===== src/rtl/core/dlm_pkg.sv =====
`default_nettype none

package dlm_pkg;

    // Data path widths: Q16.16 words and the wide accumulator.
    localparam int DATA_W     = 32;
    localparam int ACC_W      = 64;
    localparam int FRAC_W     = 16;
    localparam int OPCODE_W   = 3;
    localparam int NEURON_W   = 6;
    localparam int SLOT_W     = 6;
    localparam int COUNT_W    = 7;
    localparam int RATE_W     = 16;
    localparam int CFG_IDX_W  = 2;
    localparam int CFG_DATA_W = 16;

    // Configuration register indexes.
    localparam logic [CFG_IDX_W-1:0] CFG_PREV_COUNT    = 2'd0;
    localparam logic [CFG_IDX_W-1:0] CFG_WEIGHT_COUNT  = 2'd1;
    localparam logic [CFG_IDX_W-1:0] CFG_LEARNING_RATE = 2'd2;

    // Configuration values after reset.
    localparam logic [COUNT_W-1:0] RST_PREV_COUNT    = 7'd64;
    localparam logic [COUNT_W-1:0] RST_WEIGHT_COUNT  = 7'd64;
    localparam logic [RATE_W-1:0]  RST_LEARNING_RATE = 16'd655;

    // Saturation bounds of a signed 32-bit word, held at accumulator width.
    localparam logic signed [ACC_W-1:0] SAT_HI = 64'sh0000_0000_7FFF_FFFF;
    localparam logic signed [ACC_W-1:0] SAT_LO = 64'shFFFF_FFFF_8000_0000;

    typedef enum logic [OPCODE_W-1:0] {
        OP_LOAD_INPUT  = 3'd0,
        OP_LOAD_WEIGHT = 3'd1,
        OP_LOAD_BIAS   = 3'd2,
        OP_FORWARD     = 3'd3,
        OP_UPDATE      = 3'd4
    } t_op;

    typedef enum logic [2:0] {
        S_IDLE,
        S_DECODE,
        S_PREP,
        S_WALK,
        S_DRAIN,
        S_BIAS_WB,
        S_DONE
    } t_state;

    // Controls of the shared multiply-accumulate unit.
    typedef struct packed {
        logic acc_load;
        logic acc_add;
    } t_mac_ctrl;

    // Clamp a wide signed value into a signed 32-bit word.
    function automatic logic signed [DATA_W-1:0] sat32(input logic signed [ACC_W-1:0] x);
        logic signed [DATA_W-1:0] res;
        if (x > SAT_HI) begin
            res = SAT_HI[DATA_W-1:0];
        end else if (x < SAT_LO) begin
            res = SAT_LO[DATA_W-1:0];
        end else begin
            res = x[DATA_W-1:0];
        end
        return res;
    endfunction

endpackage

`default_nettype wire


===== src/rtl/core/dlm_mac.sv =====
`default_nettype none

// Shared multiply-accumulate unit: one registered 32x32 product, a floor
// shift back to Q16.16, an accumulator and a saturating subtract.
module dlm_mac (
    input  wire logic                             i_clk,
    input  wire dlm_pkg::t_mac_ctrl               i_ctrl,
    input  wire logic signed [dlm_pkg::DATA_W-1:0] i_mul_a,
    input  wire logic signed [dlm_pkg::DATA_W-1:0] i_mul_b,
    input  wire logic signed [dlm_pkg::DATA_W-1:0] i_sub,
    input  wire logic signed [dlm_pkg::DATA_W-1:0] i_init,
    output logic signed [dlm_pkg::ACC_W-1:0]       o_shifted,
    output logic signed [dlm_pkg::ACC_W-1:0]       o_acc,
    output logic signed [dlm_pkg::DATA_W-1:0]      o_diff
);
    import dlm_pkg::*;

    logic signed [ACC_W-1:0]  r_prod;
    logic signed [DATA_W-1:0] r_sub;
    logic signed [ACC_W-1:0]  r_acc;

    // Product stage; the minuend travels alongside so both line up.
    always_ff @(posedge i_clk) begin
        r_prod <= ACC_W'(i_mul_a) * ACC_W'(i_mul_b);
        r_sub  <= i_sub;
    end

    // An arithmetic shift rounds toward minus infinity.
    assign o_shifted = r_prod >>> FRAC_W;

    // Accumulator: preset from the bias, then one term per element.
    always_ff @(posedge i_clk) begin
        if (i_ctrl.acc_load) begin
            r_acc <= ACC_W'(i_init);
        end else if (i_ctrl.acc_add) begin
            r_acc <= r_acc + o_shifted;
        end
    end

    assign o_acc  = r_acc;
    assign o_diff = sat32(ACC_W'(r_sub) - o_shifted);

endmodule

`default_nettype wire

===== config.mk =====
export PLATFORM = sky130hd
export DESIGN_NAME = dlm_mac
export DESIGN_NICKNAME = d
export VERILOG_FILES = /design/src/rtl/core/dlm_pkg.sv /design/src/rtl/core/dlm_mac.sv
export SDC_FILE = /design/constraint.sdc
export NUM_CORES = 2
export LEC_CHECK = 0
export BUFFER_PORTS_ARGS = -buffer_cell sky130_fd_sc_hd__buf_2
export CELL_PAD_IN_SITES_DETAIL_PLACEMENT = 1
export CELL_PAD_IN_SITES_GLOBAL_PLACEMENT = 1
export CORE_AREA = 2 2 324 326
export DETAILED_ROUTE_END_ITERATION = 10
export DIE_AREA = 0 0 326 328
export GPL_TIMING_DRIVEN = 0
export PLACE_DENSITY_LB_ADDON = 0.12
export SETUP_SLACK_MARGIN = 0.3
export SLEW_MARGIN = 20
export SYNTH_ARGS = -nofsm -noshare
export SYNTH_HDL_FRONTEND = slang
export SYNTH_SLANG_ARGS = --single-unit
export TNS_END_PERCENT = 5

===== constraint.sdc =====
create_clock -name i_clk -period 7.1 [get_ports i_clk]
set_clock_uncertainty 0.1 [all_clocks]
set_input_delay 0.355 -clock i_clk [delete_from_list [all_inputs] [get_ports i_clk]]
set_output_delay 0.355 -clock i_clk [all_outputs]
set_load 0.02 [all_outputs]

# After elaboration in Yosys (flattened, before gate mapping)
# Index checks and enable logic that the tools add are counted.
[op_classes]
addsub = 2
mul = 1
n_div = 0
magnitude_cmp = 2
n_eq_ne = 0
shifts = 0
n_mux = 4
bitwise = 0
reduce_logical = 1
[ops]
columns = ["op", "count"]
rows = [
  ["$mux W64", 2],
  ["$add A64 B48 Y64", 1],
  ["$mul A32 B32 Y64", 1],
  ["$mux W32", 2],
  ["$gt A49 B32 Y1 const B", 1],
  ["$lt A49 B32 Y1 const B", 1],
  ["$sub A32 B48 Y49", 1],
  ["$reduce_bool A2 Y1", 1],
]
[totals]
regBits = 160
latchBits = 0
ram_bits = 0
rom_bits = 0
inputBits = 131
output_inout_bits = 160
elab_cells = 13
n_memories = 0

# Logic depth before layout (Yosys ltp)
[depth]
word_depth = 4
depth_mapped = 30
mapped_depth_nobuf = 28

# Worst setup path before layout
# Ideal clock, no wire load.
[synth_timing]
kind = "input to register"
startpoint = "in i_mul_a[31] (netlist name)"
endpoint = "reg r_prod[61]"
setup_time_ns = 0.118
arrival_ns = 7.541
required_time_ns = 6.882
path_slack_ns = -0.659
stages = 28
path_buffers = 1
path_cell_list = "clkbuf_1 -> nand2_1 -> inv_1 -> fa_1 -> inv_1 -> fa_1 -> inv_1 -> fa_1 -> fa_1 -> inv_1 -> fa_1 -> inv_1 -> fa_1 -> inv_1 -> fa_1 -> inv_1 -> fa_1 -> ha_1 -> nand2_1 -> nor3_1 -> o21ai_0 -> nand3_1 -> a41oi_1 -> o21ai_0 -> a41oi_1 -> o211ai_1 -> a21oi_1 -> xnor2_1"
[synth_via]
elab_chain_len = 1
[synth_rtl]
columns = ["item", "line", "source"]
rows = [
  ["start: declaration", "dlm_mac.sv:8", "input wire logic signed [dlm_pkg::DATA_W-1:0] i_mul_a,"],
  ["$mul A32 B32 Y64", "dlm_mac.sv:24", "r_prod <= ACC_W'(i_mul_a) * ACC_W'(i_mul_b);"],
  ["end signal: assignment", "dlm_mac.sv:24", ""],
  ["end: declaration", "dlm_mac.sv:18", "logic signed [ACC_W-1:0] r_prod;"],
]
# Every way passes these cells.
# A chain may end at the register's enable or synchronous reset.

# Worst setup path in the final report
[layout_timing]
startpoint = "in i_mul_a[29] (netlist name)"
endpoint = "reg r_prod[52]"
# Same word-level chain as after synthesis.

==> results.sh <==
export IMPL_status="finished, violations left"
export IMPL_violations="negative setup slack"
export IMPL_max_stage_delay_ps=640
export IMPL_tritoncts="yes"
export IMPL_start_util=0.4489
export IMPL_tightest_slew_ps=921.8
export IMPL_grt_met2_usage=0.5542
export IMPL_muxShareOfSynthArea=0.0006753
export IMPL_synth_simple_area_share=0.1583
export IMPL_max_cap_violations=0
export IMPL_fin_area_um2=54590
export IMPL_cp_max_fo=10
export IMPL_async_flop_share=0
export IMPL_synth_main_ff_cell="dfxtp_1"
export IMPL_synthesis_area_um2=46320
export IMPL_startpoint_type="input pin"
export IMPL_drc=0
export IMPL_finalCritPeriodShare=1.074
export IMPL_wl_per_cell_um=27.16
export IMPL_first_pass_iters=5
export IMPL_grt_pass1_wl_um=272700
export IMPL_ios=291
export IMPL_yosysWarnings=0
export IMPL_grt_antenna_before_repair=14
export IMPL_area_growth_pct=17.86
export IMPL_cts_root_buf="clkbuf_16"
export IMPL_cp_required_ps=7360
export IMPL_crit_path_end_kind="register"
export IMPL_rows=118
export IMPL_wl_um=186900
export IMPL_clock_sinks=144
export IMPL_cpMostUsedCell="fa_1"
export IMPL_syn_instance_count=5030
export IMPL_slowest_stage="fa_1"
export IMPL_synthAdderAreaFrac=0.5466
export IMPL_busiest_layer="met2"
export IMPL_avgSynthCellArea_um2=9.209
export IMPL_grt_max_degree=45
export IMPL_use_met1=0.4521
export IMPL_ys_ff_latch=144
export IMPL_mostFrequentLayoutCells="fa_1, inv_1, nand2_1"
export IMPL_clock_path_buffers=2
export IMPL_overflow=0
export IMPL_slew_viol_final=0
export IMPL_clkTransAtPathRegs_ps=80
export IMPL_yosysSeqAreaShare=0.07606
export IMPL_synth_edf_count=64
export IMPL_placement_io_buffers=289
export IMPL_max_freq_ghz=0.1311
export IMPL_synth_nets=6535
export IMPL_setup_viol=25
export IMPL_timing_final_ws_setup_ps=-528.4
export IMPL_core_um2=103200
export IMPL_grt_setup_unrepaired="true"
export IMPL_vias_per_cell=5.578
export IMPL_dieHeight_um=328
export IMPL_place_area_um2=49720
export IMPL_grt_usage=0.3478
export IMPL_htree_levels=4
export IMPL_synth_top_family_by_area="adder cells"
export IMPL_use_met3=0.07621
export IMPL_cp_cell_sequence="buf_2 -> buf_2 -> nand2_1 -> fa_1 -> inv_1 -> fa_1 -> inv_1 -> fa_1 -> fa_1 -> inv_1 -> fa_1 -> fa_1 -> fa_1 -> fa_1 -> ha_1 -> o21a_1 -> a311o_1 -> a41o_1 -> and2_4 -> a221o_1 -> a211o_1 -> buf_4 -> xor2_1"
export IMPL_die_w_um=326
export IMPL_ant_nets=0
export IMPL_gp_congestion=0.9841
export IMPL_first_iter_violations=3134
export IMPL_hold_viol=0
export IMPL_dp_hpwl_um=153800
export IMPL_synth_xor_xnor_area_share=0.02893
export IMPL_synth_compound_area_frac=0.08246
export IMPL_layout_min_cycle_time_ps=7628
export IMPL_slew_headroom=0.3854
export IMPL_postLayoutCoreUtil=0.5290
export IMPL_clk_latency_ps=460
export IMPL_critPathKind="input pin to register"
export IMPL_worstHoldPathType="input pin to register"
export IMPL_vias=38400
export IMPL_grt_pass1_vias=42300
export IMPL_nets=6983
export IMPL_drive_above_1_share=0.1533
export IMPL_dpl_worst_slack_ps=-2671
export IMPL_arrival_ps=7880
export IMPL_cts_buffers=17
export IMPL_die_area_um2=106900
export IMPL_final_common_cell="fa_1"
export IMPL_ys_types=82
[worst paths after layout]
| kind | slack [ps] | cells after the start | to | from |
|---|---|---|---|---|
| worst max-delay path | -530 | 23 | r_prod[52]$_DFF_P_ | i_mul_a[29] |
| worst min-delay path | 70 | 2 | o_acc[14]$_DFFE_PP_ | i_init[14] |
| worst max register to register | 2310 | 15 | o_acc[62]$_DFFE_PP_ | r_prod[16]$_DFF_P_ |
| worst min register to register | 600 | 2 | o_acc[0]$_DFFE_PP_ | o_acc[0]$_DFFE_PP_ |
[routing by layer]
metal	wire length, um	share of wire
met3	17770	0.095
met4	10750	0.057
met5	57	0.00030
met1	73850	0.40
met2	84520	0.45
[logic make-up (layout without fill, tap and decap cells)]
family / Yosys count / in the layout
AND/OR/NAND/NOR: 1461 / 1461
adder cells (fa/ha/maj): 1374 / 1374
AO/OA/AOI/OAI: 609 / 609
XOR/XNOR: 153 / 153
flip-flops: 144 / 144
buffers and inverters: 1286 / 1747
other: 0 / 13
multiplexers: 3 / 3
[flip-flops by register name, indices dropped and copies added (netlist names)]
register and cells:
r_prod 48, o_acc 64, r_sub 32
[final cells by class]
class | instances | area, um^2
tap | 1380 | 1727
fill | 11710 | 48610
antenna | 13 | 32.53
sequential | 144 | 3525
clock inverter | 15 | 157.7
multi-input combinational | 3600 | 38600
buffer | 266 | 3303
clock buffer | 17 | 425.4
inverter | 1020 | 3851
timing repair buffer | 429 | 2975
[cells in the mapped netlist, types with 16 or more instances]
| master | n | area (um^2) |
|---|---|---|
| nand3_1 | 33 | 165.2 |
| edfxtp_1 | 64 | 1922 |
| nor2b_1 | 28 | 175.2 |
| clkbuf_1 | 229 | 859.6 |
| a21o_1 | 85 | 638.1 |
| fa_1 | 1083 | 21680 |
| nor3_1 | 34 | 170.2 |
| nand2_1 | 609 | 2286 |
| dfxtp_1 | 80 | 1602 |
| o21bai_1 | 20 | 150.1 |
| o21ai_0 | 154 | 770.7 |
| xor2_1 | 61 | 534.3 |
| inv_1 | 1019 | 3825 |
| o21a_1 | 22 | 165.2 |
| nand4_1 | 36 | 225.2 |
| and3_1 | 17 | 106.4 |
| a21oi_1 | 186 | 930.9 |
| buf_4 | 16 | 120.1 |
| a31oi_1 | 17 | 106.4 |
| and2_1 | 525 | 3284 |
| nand2b_1 | 30 | 187.7 |
| xnor2_1 | 92 | 805.8 |
| ha_1 | 291 | 3641 |
| nor2_1 | 110 | 412.9 |
[worst max-delay path: cells and delay by family]
family          cells  cell delay (ps)
compound gates      5             1470
xor+xnor            1              130
fa+ha+maj           9             4690
buf+inv             6              920
simple gates        2              310
[timing repair]
item	4_1_cts	5_1_grt
pin swaps	64	102
gates cloned	1	5
buffers inserted	55	46
gates resized for setup	630	188
hold endpoints to repair	32	0
hold buffers	32	0
endpoints found under the setup margin	48	38
[per-stage QoR]
stage / hold slack, ps / TNS, ps / cells
floorplan: 282.7 / -2542 / 5030
global placement: 359.2 / -72000 / 6699
detailed placement: 359.4 / -80030 / 6700
CTS: 46.81 / -4486 / 6820
global route: 56.58 / -11430 / 6874
finish: 69.52 / -7272 / 6884
Power is left out: the tool's default activity adds up to more than one toggle a clock period on the data nets, which glitch-free logic cannot reach.
